$ cat src/design/cfr_pkg.sv
// ----------------------------------------------------------------------------
// cfr_pkg: shared definitions for the command frame receiver
// Frame layout constants, command type codes, status codes and the
// float helpers used when a command value is applied.
// ----------------------------------------------------------------------------
package cfr_pkg;

  // Frame layout
  localparam logic [7:0]  START_MARK = 8'hB5;
  localparam int          HeadBytes  = 6;
  localparam int          CountW     = 3;

  // Command type codes
  localparam logic [7:0] CMD_PWM   = 8'h01;
  localparam logic [7:0] CMD_SPEED = 8'h02;
  localparam logic [7:0] CMD_GAINP = 8'h03;
  localparam logic [7:0] CMD_GAINI = 8'h04;
  localparam logic [7:0] CMD_GAIND = 8'h05;
  localparam logic [7:0] CMD_MODE  = 8'h06;
  localparam logic [7:0] CMD_RUN   = 8'h07;

  // Frame status codes
  typedef enum logic [1:0] {
    STAT_APPLIED  = 2'd0,
    STAT_BAD_SUM  = 2'd1,
    STAT_BAD_TYPE = 2'd2
  } status_t;

  // IEEE single constants
  localparam logic [31:0] BITS_HALF = 32'h3F00_0000;
  localparam logic [31:0] BITS_ONE  = 32'h3F80_0000;
  localparam logic [7:0]  EXP_MAX   = 8'hFF;
  localparam logic [7:0]  EXP_ONE   = 8'd127;
  localparam logic [7:0]  EXP_SAT   = 8'd135;
  localparam logic [7:0]  EXP_TOP   = 8'd134;

  // Truncate a single toward zero and saturate to 0..255; NaN and negatives give 0
  function automatic logic [7:0] level_from_bits(input logic [31:0] w);
    logic [7:0]  ex;
    logic [22:0] man;
    logic [2:0]  sh;
    logic [7:0]  lvl;
    ex  = w[30:23];
    man = w[22:0];
    sh  = 3'(EXP_TOP - ex);
    if (ex == EXP_MAX) begin
      lvl = (man != 23'd0 || w[31]) ? 8'd0 : 8'hFF;
    end else if (w[31] || ex < EXP_ONE) begin
      lvl = 8'd0;
    end else if (ex >= EXP_SAT) begin
      lvl = 8'hFF;
    end else begin
      lvl = {1'b1, man[22:16]} >> sh;
    end
    return lvl;
  endfunction

  // Strictly below 0.5; NaN compares false
  function automatic logic below_half(input logic [31:0] w);
    logic res;
    if (w[30:23] == EXP_MAX && w[22:0] != 23'd0) begin
      res = 1'b0;
    end else if (w[31]) begin
      res = 1'b1;
    end else begin
      res = (w < BITS_HALF);
    end
    return res;
  endfunction

endpackage

$ cat src/design/command_frame_receiver.sv
// ----------------------------------------------------------------------------
// command_frame_receiver: serial command frame parser with XOR checksum
// Collects 7-byte frames (start, type, little-endian float, checksum) and
// applies the command, giving one result item per finished frame.
// ----------------------------------------------------------------------------
//
//  channel | valid     | stall     | payload
//  --------+-----------+-----------+---------------------------------------
//  input   | rx_valid  | rx_stall  | rx_byte
//  result  | res_valid | res_stall | frame_status .. motor_on (9 fields)
//
//  One byte is taken per cycle while the input is not stalled; a byte
//  waits in the input register and is parsed there, and the result
//  register loads as the frame's last byte is parsed out of it.
//  Rate is set by the single parse stage between input and result register.
//  Reset clears frame state and all settings; no result is pending after it.
//  A stalled result holds only a frame's last byte in the input register,
//  which then stalls the input; other bytes pass a stalled result.
//
module command_frame_receiver (
  input  logic        clk,
  input  logic        rst,
  input  logic        rx_valid,
  output logic        rx_stall,
  input  logic [7:0]  rx_byte,
  output logic        res_valid,
  input  logic        res_stall,
  output logic [1:0]  frame_status,
  output logic [7:0]  command_type,
  output logic [7:0]  pwm_level,
  output logic [31:0] speed_target,
  output logic [31:0] gain_p,
  output logic [31:0] gain_i,
  output logic [31:0] gain_d,
  output logic        automatic_mode,
  output logic        motor_on
);

  // Input register
  logic       s1_valid;
  logic [7:0] s1_byte;

  // Frame state
  logic                      in_frame, in_frame_next;
  logic [cfr_pkg::CountW-1:0] byte_count, byte_count_next;
  logic [7:0]                type_byte;
  logic [31:0]               value_word;
  logic [7:0]                running_xor, running_xor_next;

  // Settings
  logic [7:0]  drive_level, drive_level_next;
  logic [7:0]  saved_level, saved_level_next;
  logic [31:0] setpoint_word, setpoint_word_next;
  logic [31:0] p_word, p_word_next;
  logic [31:0] i_word, i_word_next;
  logic [31:0] d_word, d_word_next;
  logic        auto_flag, auto_flag_next;
  logic        enabled_flag, enabled_flag_next;

  logic                 advance;
  logic                 frame_end;
  logic                 finish;
  cfr_pkg::status_t     status_next;

  // Parse stage moves unless a frame's last byte meets a stalled result
  assign frame_end = in_frame &&
                     (byte_count >= cfr_pkg::CountW'(cfr_pkg::HeadBytes));
  assign advance   = s1_valid && (!frame_end || !res_valid || !res_stall);
  assign rx_stall  = s1_valid && !advance;
  assign finish    = advance && frame_end;

  // Capture input byte
  always_ff @(posedge clk) begin
    if (rst) begin
      s1_valid <= 1'b0;
    end else if (!rx_stall) begin
      s1_valid <= rx_valid;
    end
    if (!rx_stall && rx_valid) begin
      s1_byte <= rx_byte;
    end
  end

  // Frame tracking: hunt for start, count bytes, fold checksum
  always_comb begin
    in_frame_next    = in_frame;
    byte_count_next  = byte_count;
    running_xor_next = running_xor;
    if (!in_frame) begin
      if (s1_byte == cfr_pkg::START_MARK) begin
        in_frame_next    = 1'b1;
        byte_count_next  = cfr_pkg::CountW'(1);
        running_xor_next = s1_byte;
      end
    end else if (byte_count < cfr_pkg::CountW'(cfr_pkg::HeadBytes)) begin
      byte_count_next  = byte_count + cfr_pkg::CountW'(1);
      running_xor_next = running_xor ^ s1_byte;
    end else begin
      in_frame_next   = 1'b0;
      byte_count_next = '0;
    end
  end

  // Apply the command of a finished frame
  always_comb begin
    drive_level_next   = drive_level;
    saved_level_next   = saved_level;
    setpoint_word_next = setpoint_word;
    p_word_next        = p_word;
    i_word_next        = i_word;
    d_word_next        = d_word;
    auto_flag_next     = auto_flag;
    enabled_flag_next  = enabled_flag;
    status_next        = cfr_pkg::STAT_APPLIED;
    if (running_xor != s1_byte) begin
      status_next = cfr_pkg::STAT_BAD_SUM;
    end else begin
      case (type_byte)
        cfr_pkg::CMD_PWM:   drive_level_next   = cfr_pkg::level_from_bits(value_word);
        cfr_pkg::CMD_SPEED: setpoint_word_next = value_word;
        cfr_pkg::CMD_GAINP: p_word_next        = value_word;
        cfr_pkg::CMD_GAINI: i_word_next        = value_word;
        cfr_pkg::CMD_GAIND: d_word_next        = value_word;
        cfr_pkg::CMD_MODE:  auto_flag_next     = !cfr_pkg::below_half(value_word);
        cfr_pkg::CMD_RUN: begin
          if (value_word == cfr_pkg::BITS_ONE && !enabled_flag) begin
            enabled_flag_next = 1'b1;
            if (!auto_flag) begin
              drive_level_next = saved_level;
            end
          end else if (value_word[30:0] == 31'd0 && enabled_flag) begin
            enabled_flag_next = 1'b0;
            saved_level_next  = drive_level;
            drive_level_next  = 8'd0;
          end
        end
        default: status_next = cfr_pkg::STAT_BAD_TYPE;
      endcase
    end
  end

  // Update frame state and capture type and value bytes
  always_ff @(posedge clk) begin
    if (rst) begin
      in_frame    <= 1'b0;
      byte_count  <= '0;
      running_xor <= 8'd0;
    end else if (advance) begin
      in_frame    <= in_frame_next;
      byte_count  <= byte_count_next;
      running_xor <= running_xor_next;
    end
    if (advance && in_frame) begin
      case (byte_count)
        3'd1:    type_byte          <= s1_byte;
        3'd2:    value_word[7:0]    <= s1_byte;
        3'd3:    value_word[15:8]   <= s1_byte;
        3'd4:    value_word[23:16]  <= s1_byte;
        3'd5:    value_word[31:24]  <= s1_byte;
        default: ;
      endcase
    end
  end

  // Commit settings at the end of a frame
  always_ff @(posedge clk) begin
    if (rst) begin
      drive_level   <= 8'd0;
      saved_level   <= 8'd0;
      setpoint_word <= 32'd0;
      p_word        <= 32'd0;
      i_word        <= 32'd0;
      d_word        <= 32'd0;
      auto_flag     <= 1'b0;
      enabled_flag  <= 1'b0;
    end else if (finish) begin
      drive_level   <= drive_level_next;
      saved_level   <= saved_level_next;
      setpoint_word <= setpoint_word_next;
      p_word        <= p_word_next;
      i_word        <= i_word_next;
      d_word        <= d_word_next;
      auto_flag     <= auto_flag_next;
      enabled_flag  <= enabled_flag_next;
    end
  end

  // Result register: load on frame end, drop once taken
  always_ff @(posedge clk) begin
    if (rst) begin
      res_valid <= 1'b0;
    end else if (finish) begin
      res_valid <= 1'b1;
    end else if (!res_stall) begin
      res_valid <= 1'b0;
    end
    if (finish) begin
      frame_status   <= status_next;
      command_type   <= type_byte;
      pwm_level      <= drive_level_next;
      speed_target   <= setpoint_word_next;
      gain_p         <= p_word_next;
      gain_i         <= i_word_next;
      gain_d         <= d_word_next;
      automatic_mode <= auto_flag_next;
      motor_on       <= enabled_flag_next;
    end
  end

`ifndef SYNTHESIS
  // Idle hunting always has a cleared byte count
  assert property (@(posedge clk) disable iff (rst) !in_frame |-> byte_count == '0)
    else $error("byte count not cleared while idle");

  // Count never runs past the checksum position
  assert property (@(posedge clk) disable iff (rst)
    byte_count <= cfr_pkg::CountW'(cfr_pkg::HeadBytes))
    else $error("byte count out of range");

  // A finished frame returns to idle hunting
  assert property (@(posedge clk) disable iff (rst) finish |=> !in_frame)
    else $error("frame did not close");

  // Only defined status codes are reported
  assert property (@(posedge clk) disable iff (rst)
    res_valid |-> (frame_status == cfr_pkg::STAT_APPLIED ||
                   frame_status == cfr_pkg::STAT_BAD_SUM ||
                   frame_status == cfr_pkg::STAT_BAD_TYPE))
    else $error("undefined frame status");

  // Motor off after a stop means zero drive level unless a pwm command followed
  assert property (@(posedge clk) disable iff (rst)
    finish && enabled_flag && !enabled_flag_next |-> drive_level_next == 8'd0)
    else $error("stop left drive level nonzero");
`endif

endmodule

$ cat config.mk
export PLATFORM = sky130hd
export DESIGN_NAME = command_frame_receiver
export DESIGN_NICKNAME = d
export VERILOG_FILES = /design/src/design/cfr_pkg.sv /design/src/design/command_frame_receiver.sv
export SDC_FILE = /design/constraint.sdc
export NUM_CORES = 1
export LEC_CHECK = 0
export ABC_AREA = 0
export BUFFER_PORTS_ARGS = -buffer_cell sky130_fd_sc_hd__buf_2
export CORE_MARGIN = 3
export CORE_UTILIZATION = 43
export CTS_CLUSTER_DIAMETER = 150
export CTS_CLUSTER_SIZE = 24
export DETAILED_ROUTE_END_ITERATION = 7
export MAX_ROUTING_LAYER = met4
export PLACE_DENSITY = 0.66
export SETUP_SLACK_MARGIN = 0.02
export SLEW_MARGIN = 0
export SYNTH_ARGS = -nofsm -noshare
export SYNTH_HDL_FRONTEND = slang
export SYNTH_SLANG_ARGS = --single-unit
$ cat constraint.sdc
create_clock -name clk -period 6.3 [get_ports clk]
set_input_delay 0.63 -clock clk [delete_from_list [all_inputs] [get_ports clk]]
set_output_delay 0.63 -clock clk [all_outputs]
set_load 0.01 [all_outputs]
==> metrics.txt, run 1 <==
CTS root buf clkbuf_16; Synth async-reset ratio 0%; share of cells above drive strength 1 30.6%; unrepaired setup endpoints after global routing no; Design Area, Final 15400 um2; DR WL/cell 21.5 um; Final Critical Period 3.64 ns; via count 8452; fmax 0.275 GHz; I/O Pins 162; first-pass GRT wire length 49300 um; CP required 6.76 ns; worst-case clock buffer depth 3; Lkg Pwr 5.25 nW; Yosys cell types 60; Num CTS Buffers 18; Slew Viols, Final 0; hold path startpoint rx_byte[4]; Setup Skew 0.0192 ns; largest cells by area after synthesis edfxtp_1 43%, dfxtp_1 23%, mux2_2 9.7%, a22o_1 8.1%, mux2i_1 1.6%; CP startpoint in_frame$_SDFFE_PP0N_; n_diodes 0; Syn Nets 993; Crit Path Class flop to flop; iteration count of the initial detailed-routing pass 5; R2R cell count 7; core area 31100 um2; internal power 3.02 mW; Synth area leader edfxtp_1; # hold bufs at CTS 0; Mapped Area 13800 um2; crit-path cells nand4_1 -> nand2b_1 -> inv_6 -> nand2_1 -> nor4_4 -> buf_4 -> a22o_1; Switching Fraction 19.8%; Synth-to-Final Area Change 11.9%; die height 185 um; Net Sw Power 0.747 mW; Synth Warn # 0; Max IR drop VDD 0.244 mV; Final ANT Viol Nets 0; Nets 1104; FP Rows 64; CTS tree yes; Slew headroom 16.9%; Clock Latency Late Sink 0.52 ns; nature of the critical path endpoint flop; htree depth 1; status finished, final reports clean; DP Wirelength 20500 um; post-CTS resize count 0; ys flop type edfxtp_1; port buffer count 161; GRT overflow 0; Worst setup SP type flop; Synth top area share 42.7%; drt drc 0; cell depth of the worst setup path 7; Final Cycle Share 57.8%; Seq pwr share 65.1%; Mapped Cells 974; delay-heaviest family, CP simple AND/OR/NAND/NOR gates; Post-synth top cells 196 x edfxtp_1, 160 x dfxtp_1, 128 x a22o_1; DRT iter0 DRCs 718; r2r startpoint in_frame$_SDFFE_PP0N_; EDFF count, synth 196; final setup violation count 0; top-count cell post-synth edfxtp_1; Bufs and invs on worst path 2; DIE WIDTH 185 um; largest net degree at the start of global routing 94; Worst-Margin Slew 1.24 ns; CTS clock-pin slew for the worst setup and hold paths 0.10 ns; part of the power in the clock network 34.0%; Hold/Removal Path Class input port to flop; Cell Pwr Density 244 nW/um2; Seq cells post-synth 356; hold depth 1; clock tree sinks 356; post-CTS setup buffer count 0; worst path arrival time 4.10 ns; All-Layer GR Usage 19.0%; syn avg cell area 14.1 um2; Initial Util 44.4%; initial antenna violation count 0; Final Hold Fails 0; CP max FO 93; vias per inst 5.66; CP max-delay cell dfxtp_1; Max-cap violations 0; Comb pwr share 0.9%; sequential-to-total area share from yosys stat 65.9%; Final GP Congestion 0.841; placed cell areas 14900 um2; Die ar. 34200 um2; Post-Route Setup TNS 0 ns; final WL 32100 um; slowest stage delay, CP 0.79 ns; number of global-route vias before repair 8146
[per-layer routing]
| layer | track usage [%] | up-vias | part of all wire, % |
|---|---|---|---|
| met2 | 28.6 | 267 | 46 |
| met3 | 2.91 | 46 | 6.4 |
| met5 | - | - | 0 |
| li1 | - | 3911 | - |
| met1 | 27.5 | 4228 | 46 |
| met4 | 4.11 | 0 | 1.9 |
[final timing paths]
check | endpoint | slack [ns]
max | i_word[22]$_SDFFE_PP0P_ | 2.66
min | s1_byte[4]$_DFFE_PP_ | 0.28
max reg2reg | i_word[22]$_SDFFE_PP0P_ | 2.66
min reg2reg | command_type[6]$_DFFE_PP_ | 0.45
[worst register-to-register path: stages, from the launching register on]
cell and delay [ns]:
dfxtp_1 0.79, nand4_1 0.25, nand2b_1 0.40, inv_6 0.73, nand2_1 0.29, nor4_4 0.57
buf_4 0.39, a22o_1 0.18
[cell usage in the layout (no fill, tap or decap), types with 3 or more instances in the layout]
| cell type | n |
|---|---|
| a211o_1 | 3 |
| clkbuf_16 | 19 |
| nand2_1 | 50 |
| o2bb2ai_1 | 7 |
| ha_1 | 7 |
| and3_1 | 4 |
| o211ai_1 | 3 |
| clkbuf_1 | 12 |
| edfxtp_1 | 196 |
| nor3_1 | 7 |
| o21ai_0 | 20 |
| a21oi_1 | 18 |
| a21oi_2 | 4 |
| nand3_1 | 6 |
| nor2b_1 | 11 |
| nand4_1 | 6 |
| inv_1 | 7 |
| nor2_1 | 31 |
| dfxtp_1 | 160 |
| buf_2 | 161 |
| xor2_1 | 9 |
| nor4_4 | 3 |
| o22ai_1 | 3 |
| a22oi_1 | 6 |
| buf_4 | 13 |
| mux2_1 | 6 |
| nor3_4 | 3 |
| or3_1 | 5 |
| nor4_1 | 8 |
| nand2b_1 | 4 |
| o21a_1 | 3 |
| mux2_2 | 119 |
| a22o_1 | 128 |
| mux2i_1 | 22 |
[stage by stage]
stage	setup WS [ns]	cells	power, mW	utilization (%)	hold WS, ns
after floorplan	0.907	974	2.52	-	0.417
after global placement	2.74	1461	2.54	47.9	0.422
after detailed placement	2.64	1461	2.54	47.9	0.439
after CTS	2.59	1493	3.80	49.6	0.258
after global routing	2.28	1493	3.89	49.6	0.248
final	2.66	1493	3.76	49.6	0.278
[power by group through the flow]
stage	registers, mW	logic [mW]	clock network, mW
final	2.45	0.0353	1.28
after global routing	2.45	0.0383	1.40
after CTS	2.45	0.0354	1.32
after detailed placement	2.50	0.0353	0
after global placement	2.50	0.0355	0
after floorplan	2.49	0.0217	0
[cell families (layout without fill, tap and decap cells)]
logic type / Yosys count / after routing / share of synthesized area, %
flops: 356 / 356 / 65.9
mux: 147 / 147 / 11.8
buf+inv: 91 / 214 / 2.85
fa+ha+maj: 7 / 7 / 0.635
compound gates: 205 / 205 / 11.9
simple gates: 159 / 159 / 6.32
xor+xnor: 9 / 9 / 0.572
[final cells by class]
type                    instances  area, um2
fillers                      2710      15700
flip-flops and latches        356       9090
multi-input cells             527       4360
repair buffers                174        903
clock buffers                  31        520
well taps                     396        495
inverters                       8       35.0
clock inverters                 1       16.3
[state kept, by name, summed over array words and instances, names as in the netlist, 32 cells and up]
name           cells
d_word            32
gain_d            32
gain_i            32
gain_p            32
i_word            32
p_word            32
setpoint_word     32
speed_target      32
value_word        32
Power figures use the tool's default switching activity.
==> run 2, diff against run 1 <==
==> constraint.sdc (replaced) <==
create_clock -name clk -period 3.7 [get_ports clk]
set_input_delay 0.37 -clock clk [delete_from_list [all_inputs] [get_ports clk]]
set_output_delay 0.37 -clock clk [all_outputs]
set_load 0.01 [all_outputs]
==> metrics.txt, run 2 (same netlist as run 1, synthesis figures left out) <==
clock tree sinks 356 (unchanged); Max-cap violations 0 (unchanged); Clock Latency Late Sink 0.50 ns (-0.02 ns); nature of the critical path endpoint flop; Nets 1118 (+1.3%); Die ar. 34200 um2 (unchanged); via count 8521 (+0.82%); GRT overflow 0 (unchanged); Final Cycle Share 83.0% (+25 points); worst-case clock buffer depth 3 (unchanged); FP Rows 64 (unchanged); commonest non-fill, non-tap cell in the layout edfxtp_1; most frequent cells in the layout 196 x edfxtp_1, 161 x buf_2, 160 x dfxtp_1, 128 x a22o_1, 119 x mux2_2; htree depth 1 (unchanged); post-CTS resize count 0 (unchanged); Slew headroom 22.9% (+6.1 points); I/O Pins 162 (unchanged); Final Critical Period 3.07 ns (-0.571 ns); initial antenna violation count 0 (unchanged); Hold/Removal Path Class input port to flop; Post-Route Setup TNS 0 ns (unchanged); Final ANT Viol Nets 0 (unchanged); first-pass GRT wire length 49400 um (+0.19%); DIE WIDTH 185 um (unchanged); DP Wirelength 21000 um (+2.2%); total power 6.43 mW (+71%); Synth-to-Final Area Change 12.9%; Lkg Pwr 6.38 nW (+22%); met1 usage 27.1% (-0.37 points); vias per inst 5.65 (-0.12%); CTS tree yes; Initial Util 44.4% (unchanged); core area 31100 um2 (unchanged); post-CTS setup buffer count 0 (unchanged); iteration count of the initial detailed-routing pass 5 (unchanged); number of global-route vias before repair 8268 (+1.5%); Final Hold Fails 0 (unchanged); fmax 0.326 GHz (+19%); DRT iter0 DRCs 761 (+6.0%); CP required 3.96 ns (-2.80 ns); largest net degree at the start of global routing 70 (-26%); CTS clock-pin slew for the worst setup and hold paths 0.09 ns (about the same); status finished, final reports clean; Slew Viols, Final 0 (unchanged); Worst setup SP type flop; Max IR drop VDD 0.272 mV (+11%); met2 Resource Use GR 29.3% (+0.71 points); drt drc 0 (unchanged); die height 185 um (unchanged); Worst-Margin Slew 1.15 ns (-0.0933 ns); CTS root buf clkbuf_16; unrepaired setup endpoints after global routing no; Crit Path Class flop to flop; Hold Slack 0.0436 ns (-0.234 ns); worst path arrival time 3.33 ns (-0.77 ns); gr busiest metal met2; port buffer count 161 (unchanged); final setup violation count 0 (unchanged); final WL 32300 um (+0.75%); CP max FO 22 (-76%); n_diodes 0 (unchanged); Cell Pwr Density 413 nW/um2 (+69%); Final GP Congestion 0.830 (-1.4%); met3 Use GR 2.10% (-0.81 points); # hold bufs at CTS 0 (unchanged); Setup Skew 0.0121 ns (-0.00705 ns); share of cells above drive strength 1 31.5% (+0.87 points); Num CTS Buffers 18 (unchanged); DR WL/cell 21.4 um (-0.19%); All-Layer GR Usage 19.0% (+0.032 points)
## run 2: cell count changes in the layout (fill, tap and decap cells not counted), sizes merged
cell      previous run  this run
clkbuf              31        32
buf                174       188
clkinv               1         0
inv                  8         7
clkinvlp             0         1
## run 2: final cells by class
cell class              count  area [um2]
multi-input cells         527        4360
well taps                 396         495
fillers                  2701       15500
repair buffers            188        1030
flip-flops and latches    356        9090
inverters                   8        33.8
clock buffers              32         546
## run 2: worst max-delay path, stage by stage (launching register included)
cell      delay [ns]
edfxtp_1        0.61
xor2_1          0.24
nor4_2          0.48
nand3_2         0.42
nor2_4          0.48
buf_12          0.24
mux2_2          0.34
## run 2: report_power, final
group | switching [mW] | internal [mW] | leakage (nW)
clock | 1.18 | 1.01 | 0.261
sequential | 0.0206 | 4.14 | 3.41
combinational | 0.0531 | 0.0171 | 2.71
total | 1.25 | 5.18 | 6.38
## run 2: final timing paths
check,startpoint,to,slack [ns],depth (start not counted)
setup / recovery,s1_byte[3]$_DFFE_PP_,gain_p[12]$_DFFE_PP_,0.63,6
hold / removal,rx_byte[2],s1_byte[2]$_DFFE_PP_,0.04,1
setup reg to reg,s1_byte[3]$_DFFE_PP_,gain_p[12]$_DFFE_PP_,0.63,6
hold reg to reg,type_byte[5]$_DFFE_PP_,command_type[5]$_DFFE_PP_,0.45,0
## run 2: metrics by stage
step	area, um2	instances	setup slack, ns	utilization, %
2_1_floorplan	13800	974	-0.0256	-
3_3_place_gp	15000	1475	0.686	48.3
3_5_place_dp	15000	1475	0.646	48.3
4_1_cts	15600	1507	0.638	50.1
5_1_grt	15600	1507	0.481	50.1
6_report	15600	1507	0.630	50.1
## run 2: metal layers
layer  part of all wire [%]  vias up
li1                       -     3929
met3                    5.5       57
met4                    2.6        0
met1                     46     4260
met5                      0        -
met2                     46      275
